[src/hdl/rrmtf_pkg.sv]
package rrmtf_pkg;

  typedef enum logic [2:0] {
    S_IDLE,
    S_LOAD,
    S_SRV_RD,
    S_SRV_WR,
    S_SCAN,
    S_SHIFT,
    S_FRONT,
    S_INSERT
  } state_t;

  typedef struct packed {
    logic wr_en;
    logic rd_en;
  } mem_ctl_t;

  localparam logic [1:0] FUNC_SERVE       = 2'd0;
  localparam logic [1:0] FUNC_EXPEDITE    = 2'd1;
  localparam int         FUNC_RESTART_BIT = 1;

  localparam logic [1:0] STAT_SERVED    = 2'd0;
  localparam logic [1:0] STAT_EXPEDITED = 2'd1;
  localparam logic [1:0] STAT_DROPPED   = 2'd2;
  localparam logic [1:0] STAT_RESTARTED = 2'd3;

  localparam logic        REG_IDX_POPULATION = 1'b0;
  localparam logic [31:0] POPULATION_RESET   = 32'd1;

endpackage

[src/hdl/rrmtf_mem.sv]
module rrmtf_mem
  import rrmtf_pkg::*;
#(
  parameter int DEPTH = 64,
  parameter int WIDTH = 32
) (
  input  logic                     clk,
  input  mem_ctl_t                 ctl,
  input  logic [$clog2(DEPTH)-1:0] waddr,
  input  logic [WIDTH-1:0]         wdata,
  input  logic [$clog2(DEPTH)-1:0] raddr,
  output logic [WIDTH-1:0]         rdata
);

  logic [WIDTH-1:0] mem [DEPTH];
  logic [WIDTH-1:0] rdata_r;

  always_ff @(posedge clk) begin
    if (ctl.wr_en) begin
      mem[waddr] <= wdata;
    end
  end

  always_ff @(posedge clk) begin
    if (ctl.rd_en) begin
      rdata_r <= mem[raddr];
    end
  end

  assign rdata = rdata_r;

endmodule

[src/hdl/rrmtf_agu.sv]
module rrmtf_agu
  import rrmtf_pkg::*;
#(
  parameter int QUEUE_DEPTH = 64,
  parameter int ID_WIDTH    = 32
) (
  input  logic [$clog2(QUEUE_DEPTH)-1:0]   head,
  input  logic [$clog2(QUEUE_DEPTH+1)-1:0] idx,
  input  logic [ID_WIDTH-1:0]              lhs,
  input  logic [ID_WIDTH-1:0]              rhs,
  output logic [$clog2(QUEUE_DEPTH)-1:0]   slot,
  output logic                             eq
);

  localparam int AW = $clog2(QUEUE_DEPTH);
  localparam int CW = $clog2(QUEUE_DEPTH + 1);
  localparam int SW = CW + 1;

  logic [SW-1:0] sum;
  logic [SW-1:0] wrapped;

  assign sum     = SW'(head) + SW'(idx);
  assign wrapped = sum - SW'(QUEUE_DEPTH);
  assign slot    = (sum >= SW'(QUEUE_DEPTH)) ? AW'(wrapped) : AW'(sum);
  assign eq      = (lhs == rhs);

endmodule

[src/hdl/round_robin_move_to_front_queue.sv]
// Channel   Handshake                      Payload
// input     start / busy                   in_func, in_requester_id
// result    out_strobe (one cycle, no stall) out_served_id, out_status
// config    APB psel/penable/pwrite/pready paddr, pwdata, prdata
//
// One item at a time; busy is high from the cycle after acceptance until the result beat
// (a serve on an empty queue answers from idle). Serve moves the head entry to the tail;
// restart loads IDs 1 to n. Expedite makes one pass of the single compare unit to find
// the ID, then one store write per entry moved (or puts a missing ID ahead of the head).
// Reset clears the head and entry count; the ID store itself is never cleared.
// The result beat cannot be held off, so nothing ever waits on the receiver.
module round_robin_move_to_front_queue
  import rrmtf_pkg::*;
#(
  parameter int QUEUE_DEPTH = 64,
  parameter int ID_WIDTH    = 32
) (
  input  logic        clk,
  input  logic        rst_n,
  input  logic        start,
  output logic        busy,
  input  logic [1:0]  in_func,
  input  logic [31:0] in_requester_id,
  output logic        out_strobe,
  output logic [31:0] out_served_id,
  output logic [1:0]  out_status,
  input  logic        psel,
  input  logic        penable,
  input  logic        pwrite,
  input  logic [2:0]  paddr,
  input  logic [31:0] pwdata,
  output logic [31:0] prdata,
  output logic        pready
);

  localparam int AW = $clog2(QUEUE_DEPTH);
  localparam int CW = $clog2(QUEUE_DEPTH + 1);
  localparam int SW = CW + 1;

  state_t            state_r, state_nxt;
  logic [AW-1:0]     head_r, head_nxt;
  logic [CW-1:0]     count_r, count_nxt;
  logic [CW-1:0]     k_r, k_nxt;
  logic [CW-1:0]     n_r, n_nxt;
  logic [ID_WIDTH-1:0] id_r, id_nxt;
  logic              cmp_vld_r, cmp_vld_nxt;
  logic              pend_r, pend_nxt;
  logic [AW-1:0]     rd_slot_r, rd_slot_nxt;
  logic [31:0]       pop_r;
  logic              out_strobe_r, out_strobe_nxt;
  logic [31:0]       out_served_r, out_served_nxt;
  logic [1:0]        out_status_r, out_status_nxt;

  mem_ctl_t            mem_ctl;
  logic [AW-1:0]       mem_waddr;
  logic [ID_WIDTH-1:0] mem_wdata;
  logic [AW-1:0]       mem_raddr;
  logic [ID_WIDTH-1:0] mem_rdata;

  logic [CW-1:0]       agu_idx;
  logic [AW-1:0]       agu_slot;
  logic                agu_eq;

  logic                accept;
  logic                cfg_wr;
  logic                hit;
  logic [CW-1:0]       n_cap;
  logic [SW-1:0]       kp1;
  logic [63:0]         req_wide;
  logic [63:0]         rd_wide;
  logic [ID_WIDTH-1:0] id_in;
  logic [AW-1:0]       head_inc;
  logic [AW-1:0]       head_dec;
  logic [AW-1:0]       wr_slot;

  rrmtf_mem #(
    .DEPTH (QUEUE_DEPTH),
    .WIDTH (ID_WIDTH)
  ) u_mem (
    .clk   (clk),
    .ctl   (mem_ctl),
    .waddr (mem_waddr),
    .wdata (mem_wdata),
    .raddr (mem_raddr),
    .rdata (mem_rdata)
  );

  rrmtf_agu #(
    .QUEUE_DEPTH (QUEUE_DEPTH),
    .ID_WIDTH    (ID_WIDTH)
  ) u_agu (
    .head (head_r),
    .idx  (agu_idx),
    .lhs  (mem_rdata),
    .rhs  (id_r),
    .slot (agu_slot),
    .eq   (agu_eq)
  );

  assign busy       = (state_r != S_IDLE);
  assign accept     = start && !busy;
  assign pready     = 1'b1;
  assign cfg_wr     = psel && penable && pwrite && pready && (paddr[2] == REG_IDX_POPULATION);
  assign prdata     = (paddr[2] == REG_IDX_POPULATION) ? pop_r : 32'd0;

  assign req_wide   = 64'(in_requester_id);
  assign id_in      = req_wide[ID_WIDTH-1:0];
  assign rd_wide    = 64'(mem_rdata);
  assign n_cap      = (pop_r >= 32'(QUEUE_DEPTH)) ? CW'(QUEUE_DEPTH) : CW'(pop_r);
  assign kp1        = SW'(k_r) + 1'b1;
  assign hit        = cmp_vld_r && agu_eq;
  assign head_inc   = (head_r == AW'(QUEUE_DEPTH - 1)) ? '0 : head_r + 1'b1;
  assign head_dec   = (head_r == '0) ? AW'(QUEUE_DEPTH - 1) : head_r - 1'b1;
  assign wr_slot    = (rd_slot_r == AW'(QUEUE_DEPTH - 1)) ? '0 : rd_slot_r + 1'b1;

  always_comb begin
    state_nxt = state_r;
    case (state_r)
      S_IDLE: begin
        if (accept) begin
          if (in_func[FUNC_RESTART_BIT]) begin
            state_nxt = S_LOAD;
          end else if (in_func == FUNC_SERVE) begin
            state_nxt = (count_r != '0) ? S_SRV_RD : S_IDLE;
          end else begin
            state_nxt = S_SCAN;
          end
        end
      end
      S_LOAD: begin
        if (k_r == n_r) begin
          state_nxt = S_IDLE;
        end
      end
      S_SRV_RD: state_nxt = S_SRV_WR;
      S_SRV_WR: state_nxt = S_IDLE;
      S_SCAN: begin
        if (hit) begin
          state_nxt = S_SHIFT;
        end else if (k_r == count_r) begin
          state_nxt = S_INSERT;
        end
      end
      S_SHIFT: begin
        if (k_r == '0) begin
          state_nxt = S_FRONT;
        end
      end
      S_FRONT:  state_nxt = S_IDLE;
      S_INSERT: state_nxt = S_IDLE;
      default:  state_nxt = S_IDLE;
    endcase
  end

  always_comb begin
    head_nxt       = head_r;
    count_nxt      = count_r;
    k_nxt          = k_r;
    n_nxt          = n_r;
    id_nxt         = id_r;
    cmp_vld_nxt    = 1'b0;
    pend_nxt       = 1'b0;
    rd_slot_nxt    = rd_slot_r;
    out_strobe_nxt = 1'b0;
    out_served_nxt = out_served_r;
    out_status_nxt = out_status_r;
    mem_ctl        = '0;
    agu_idx        = k_r;
    mem_waddr      = agu_slot;
    mem_raddr      = agu_slot;
    mem_wdata      = id_r;
    case (state_r)
      S_IDLE: begin
        if (accept) begin
          if (in_func[FUNC_RESTART_BIT]) begin
            n_nxt     = n_cap;
            k_nxt     = '0;
            head_nxt  = '0;
            count_nxt = n_cap;
          end else if (in_func == FUNC_SERVE) begin
            if (count_r == '0) begin
              out_strobe_nxt = 1'b1;
              out_served_nxt = 32'd0;
              out_status_nxt = STAT_SERVED;
            end
          end else begin
            id_nxt = id_in;
            k_nxt  = '0;
          end
        end
      end
      S_LOAD: begin
        if (k_r == n_r) begin
          out_strobe_nxt = 1'b1;
          out_served_nxt = 32'd0;
          out_status_nxt = STAT_RESTARTED;
        end else begin
          mem_ctl.wr_en = 1'b1;
          mem_waddr     = k_r[AW-1:0];
          mem_wdata     = ID_WIDTH'(kp1);
          k_nxt         = k_r + 1'b1;
        end
      end
      S_SRV_RD: begin
        agu_idx       = '0;
        mem_ctl.rd_en = 1'b1;
      end
      S_SRV_WR: begin
        agu_idx        = count_r;
        mem_ctl.wr_en  = 1'b1;
        mem_wdata      = mem_rdata;
        head_nxt       = head_inc;
        out_strobe_nxt = 1'b1;
        out_served_nxt = rd_wide[31:0];
        out_status_nxt = STAT_SERVED;
      end
      S_SCAN: begin
        if (hit) begin
          k_nxt = k_r - 1'b1;
        end else if (k_r != count_r) begin
          mem_ctl.rd_en = 1'b1;
          cmp_vld_nxt   = 1'b1;
          k_nxt         = k_r + 1'b1;
        end
      end
      S_SHIFT: begin
        if (pend_r) begin
          mem_ctl.wr_en = 1'b1;
          mem_waddr     = wr_slot;
          mem_wdata     = mem_rdata;
        end
        if (k_r != '0) begin
          agu_idx       = k_r - 1'b1;
          mem_ctl.rd_en = 1'b1;
          rd_slot_nxt   = agu_slot;
          pend_nxt      = 1'b1;
          k_nxt         = k_r - 1'b1;
        end
      end
      S_FRONT: begin
        mem_ctl.wr_en  = 1'b1;
        mem_waddr      = head_r;
        out_strobe_nxt = 1'b1;
        out_served_nxt = 32'd0;
        out_status_nxt = STAT_EXPEDITED;
      end
      S_INSERT: begin
        mem_ctl.wr_en  = 1'b1;
        mem_waddr      = head_dec;
        head_nxt       = head_dec;
        out_strobe_nxt = 1'b1;
        out_served_nxt = 32'd0;
        if (count_r < CW'(QUEUE_DEPTH)) begin
          count_nxt      = count_r + 1'b1;
          out_status_nxt = STAT_EXPEDITED;
        end else begin
          out_status_nxt = STAT_DROPPED;
        end
      end
      default: begin
        mem_ctl = '0;
      end
    endcase
  end

  always_ff @(posedge clk) begin
    if (!rst_n) begin
      state_r      <= S_IDLE;
      head_r       <= '0;
      count_r      <= '0;
      cmp_vld_r    <= 1'b0;
      pend_r       <= 1'b0;
      out_strobe_r <= 1'b0;
      pop_r        <= POPULATION_RESET;
    end else begin
      state_r      <= state_nxt;
      head_r       <= head_nxt;
      count_r      <= count_nxt;
      cmp_vld_r    <= cmp_vld_nxt;
      pend_r       <= pend_nxt;
      out_strobe_r <= out_strobe_nxt;
      if (cfg_wr) begin
        pop_r <= pwdata;
      end
    end
  end

  always_ff @(posedge clk) begin
    k_r          <= k_nxt;
    n_r          <= n_nxt;
    id_r         <= id_nxt;
    rd_slot_r    <= rd_slot_nxt;
    out_served_r <= out_served_nxt;
    out_status_r <= out_status_nxt;
  end

  assign out_strobe    = out_strobe_r;
  assign out_served_id = out_served_r;
  assign out_status    = out_status_r;

`ifndef SYNTHESIS
  a_count_bound: assert property (@(posedge clk) disable iff (!rst_n)
    count_r <= CW'(QUEUE_DEPTH))
    else $error("entry count exceeds queue depth");

  a_no_rw_collision: assert property (@(posedge clk) disable iff (!rst_n)
    mem_ctl.wr_en && mem_ctl.rd_en |-> mem_waddr != mem_raddr)
    else $error("store read and write hit the same slot");

  a_pend_in_shift: assert property (@(posedge clk) disable iff (!rst_n)
    pend_r |-> state_r == S_SHIFT)
    else $error("pending shift write outside the shift phase");

  a_empty_serve: assert property (@(posedge clk) disable iff (!rst_n)
    accept && !in_func[FUNC_RESTART_BIT] && in_func == FUNC_SERVE && count_r == '0
      |=> out_strobe && !busy)
    else $error("serve on an empty queue did not finish at once");

  a_strobe_ends_item: assert property (@(posedge clk) disable iff (!rst_n)
    out_strobe |-> $past(state_r) == S_IDLE || $past(state_r) == S_LOAD ||
                   $past(state_r) == S_SRV_WR || $past(state_r) == S_FRONT ||
                   $past(state_r) == S_INSERT)
    else $error("result beat from a working phase");
`endif

endmodule
[config.mk]
export PLATFORM = sky130hd
export DESIGN_NAME = round_robin_move_to_front_queue
export DESIGN_NICKNAME = d
export VERILOG_FILES = /design/src/hdl/rrmtf_pkg.sv /design/src/hdl/rrmtf_mem.sv /design/src/hdl/rrmtf_agu.sv /design/src/hdl/round_robin_move_to_front_queue.sv
export SDC_FILE = /design/constraint.sdc
export NUM_CORES = 2
export LEC_CHECK = 0
export ABC_AREA = 1
export BUFFER_PORTS_ARGS = -buffer_cell sky130_fd_sc_hd__buf_2
export CORE_ASPECT_RATIO = 0.8
export CORE_MARGIN = 1.5
export CORE_UTILIZATION = 32
export CTS_CLUSTER_DIAMETER = 60
export CTS_CLUSTER_SIZE = 30
export DETAILED_ROUTE_END_ITERATION = 10
export PLACE_DENSITY = 0.54
export SYNTH_ARGS = -nofsm -noshare
export SYNTH_HDL_FRONTEND = slang
export SYNTH_SLANG_ARGS = --single-unit
[constraint.sdc]
create_clock -name clk -period 6.1 [get_ports clk]
set_input_delay 0.915 -clock clk [delete_from_list [all_inputs] [get_ports clk]]
set_output_delay 0.915 -clock clk [all_outputs]
set_load 0.03 [all_outputs]
==> results.yml <==
outcome:
  status: "finished, final reports clean"
drt:
  routedWlPerCell_um: 23.91
  dr.pass1.iters: 5
  vias: 58117
  ant_nets: 0
  initialDrtViolationCount: 7034
  viasPerCell: 5.155
  wl_um: 269500
  drcViolationCount: 0
setup_path:
  crit_top_cell: "nand2_1"
  worstPathArrival_ns: 6.04
  crit_slowest_cell: "fa_4"
  worstSetupStartpointType: "register"
  cpPeakStageDelay_ns: 1.08
  path_class: "reg2reg"
  rr_worst_depth: 21
  endpoint: "u_mem.rdata[27]"
  crit_path_end_kind: "register"
  startpoint: "k_r[0]"
  r2r_start: "k_r[0]"
  crit_chain: "clkinv_1, ha_1, nand3_2, inv_1, nand2_1, nand2_1, nand3_1, o221ai_1, ha_4, fa_4, buf_12, buf_12, buf_4, o21ai_0, o22ai_1, inv_1, o21ai_0, nand2_1, nand3_1, nand3_1, nand2_1"
  cp_max_fo: 40
  cp_data_required_time_ns: 6.76
  reg2reg_to: "u_mem.rdata[27]"
  ff2ff_setup_slack_ns: 0.73
timing:
  tns_ns: 0
  relSlewSlack: 0.1474
  period_share: 0.8811
  tightest_slew_ns: 1.274
  hold_viol: 0
  setup_viol: 0
  fmax_mhz: 186.1
  slew_viol_final: 0
  min_period_ns: 5.375
  grt_setup_unrepaired: "false"
  finClkSkew_ns: 0.06251
final_layout:
  drive_gt1_frac: 0.1015
  fin_cells: 11274
  mostFrequentLayoutCells: "edfxtp_1 (2166), nor2_1 (1231), o21ai_0 (941)"
  stdcell_area_sq_mm: 0.1019
  syn_to_final_growth_pct: 11.96
  utilization: 0.3616
  nNetsFinal: 7465
  layout_commonest_cell: "edfxtp_1"
synth:
  synth.avg_cell_area_sq_um: 12.37
  ys_ff_latch: 2217
  synth_cells: 7359
  synth-edff-count: 2166
  yosysWarnings: 0
  synth_fp_nets: 7447
  netlist_area_sq_mm: 0.09105
  ys_async_sr_fraction: 0
  ys.flop_type: "edfxtp_1"
  synth_cell_types: 52
  yosysSeqAreaShare: 0.7256
cts:
  clk_path_buf_depth: 3
  clk_pin_slew_ns: 0.11
  cts_max_level: 3
  clock_latency_ns: 0.81
  cts_setup_buffers: 0
  cts_num_sinks: 2217
  cts_tree: "built"
  ctsHoldBuffers: 0
  ctsResizeCount: 0
  root_buffer: "clkbuf_16"
  numCtsBuffers: 120
floorplanning:
  die_area_sq_mm: 0.2877
  initial_core_util: 0.3229
  io_pins: 144
  fp-row-count: 174
  dieWidth_um: 599.4
  core_sq_mm: 0.2819
  die_h_um: 480.1
pwr:
  ir_worst_vdd_uv: 779.8
  power_leakage_nw: 33.90
  power_density_mw_per_mm2: 567.5
placed_design:
  dp_cells: 11039
  hpwl_um: 157000
  portBuffers: 140
  routabilityCongestion: 0.8911
  placed_area_sq_mm: 0.09758
global_routing:
  grt_pass1_vias: 54381
  overflow: 0
  grt_usage: 0.1825
  grt_first_pass_wirelength_um: 384900
  antenna_found_initial: 14
  grt_max_degree: 129
job:
  max_cap_viol_count: 0
min_path:
  hp-class: "in2reg"
per-layer routing:
metal	wire length, um	GRT usage	vias to the layer above
met4	7006	0.04449	2
li1	-	-	26409
met2	118000	0.2746	2142
met3	23940	0.03737	290
met1	120400	0.2679	29274
met5	207	0.005137	-
flip-flops by register name (all words and copies together), names as in the netlist:
signal / flops
k_r: 7
head_r: 6
cmp_vld_r: 1
rd_slot_r: 6
pop_r: 32
out_strobe: 1
u_mem.mem: 2048
u_mem.rdata: 32
id_r: 32
n_r: 7
out_status: 2
state_r: 3
pend_r: 1
count_r: 7
out_served_id: 32
layout make-up:
cell class | count | area [sq um]
antenna | 10 | 25.02
clock buffer | 125 | 3043
clock inverter | 100 | 1286
fill | 27050 | 180000
inverter | 397 | 1503
multi-input combinational | 4293 | 22430
sequential | 2217 | 66060
tap | 3784 | 4735
timing repair buffer | 348 | 2850
where the power goes:
group / internal, mW / switching, mW / leakage [nW]
Clock: 4.30 / 5.46 / 2.08
Combinational: 7.82 / 20.8 / 11.8
Sequential: 19.0 / 0.410 / 20.0
metrics by stage:
stage	power [mW]	hold WS (ns)	setup WS, ns
floorplan	37.10	0.4448	0.9429
global placement	47.88	0.4642	0.7713
detailed placement	48.20	0.4728	0.7131
CTS	57.86	0.2301	0.6972
global route	61.04	0.2451	0.2972
finish	57.85	0.2782	0.7254
synth_stat cells, types with 3 or more instances:
cell type | number | area share
mux2i_1 | 224 | 0.025
or2_2 | 3 | 0.00021
clkbuf_1 | 234 | 0.0096
nor3b_1 | 3 | 0.00025
nand3_2 | 9 | 0.00099
o21ai_0 | 949 | 0.052
nand2_2 | 13 | 0.00089
nor2_1 | 1297 | 0.053
o21bai_1 | 3 | 0.00025
nor2_2 | 5 | 0.00034
nand3_4 | 3 | 0.00058
a31oi_1 | 8 | 0.00055
o211ai_1 | 5 | 0.00041
buf_2 | 126 | 0.0069
inv_2 | 13 | 0.00054
nand3_1 | 244 | 0.013
buf_6 | 7 | 0.00087
buf_1 | 38 | 0.0016
o32ai_1 | 64 | 0.0062
a21oi_1 | 53 | 0.0029
inv_1 | 381 | 0.016
nor3_1 | 12 | 0.00066
nand4_4 | 4 | 0.00093
o22ai_1 | 241 | 0.017
ha_1 | 12 | 0.0016
nand2_1 | 712 | 0.029
nand4_1 | 26 | 0.0018
dfxtp_1 | 51 | 0.011
xor2_1 | 20 | 0.0019
edfxtp_1 | 2166 | 0.71
o221ai_1 | 11 | 0.0011
mux2_2 | 32 | 0.0040
xnor2_1 | 13 | 0.0013
buf_4 | 46 | 0.0038
o21ai_1 | 310 | 0.017
worst max-delay path: cells and delay by family (launching register included):
family / cells / cell delay (ns)
adder cells (fa/ha/maj): 3 / 1.67
AO/OA/AOI/OAI: 4 / 0.86
AND/OR/NAND/NOR: 8 / 0.95
flip-flops: 1 / 0.51
buffers and inverters: 6 / 1.21
worst min path at each step:
stage | from | end | slack, ns | cells past startpoint
final | in_requester_id[25] | id_r[25] | 0.28 | 1
after global placement | pop_r[30] | pop_r[30] | 0.46 | 2
after detailed placement | pop_r[30] | pop_r[30] | 0.47 | 2
after global routing | in_requester_id[15] | id_r[15] | 0.25 | 1
after CTS | in_requester_id[25] | id_r[25] | 0.23 | 1
after floorplan | pop_r[27] | pop_r[27] | 0.44 | 2
cells by family (layout without fill, tap and decap cells):
| kind of cell | after synthesis | after routing | share of synthesized area |
|---|---|---|---|
| AOI/OAI and AO/OA | 1651 | 1651 | 0.09782 |
| xor gates and xnor gates | 33 | 33 | 0.003175 |
| adders and majority gates | 13 | 13 | 0.001869 |
| buffers and inverters | 849 | 970 | 0.03925 |
| DFF | 2217 | 2217 | 0.7256 |
| muxes | 256 | 256 | 0.02858 |
| other | 1 | 11 | 0.00004119 |
| and+or+nand+nor | 2339 | 2339 | 0.1037 |
No activity file was read; power rests on OpenSTA's default activity.
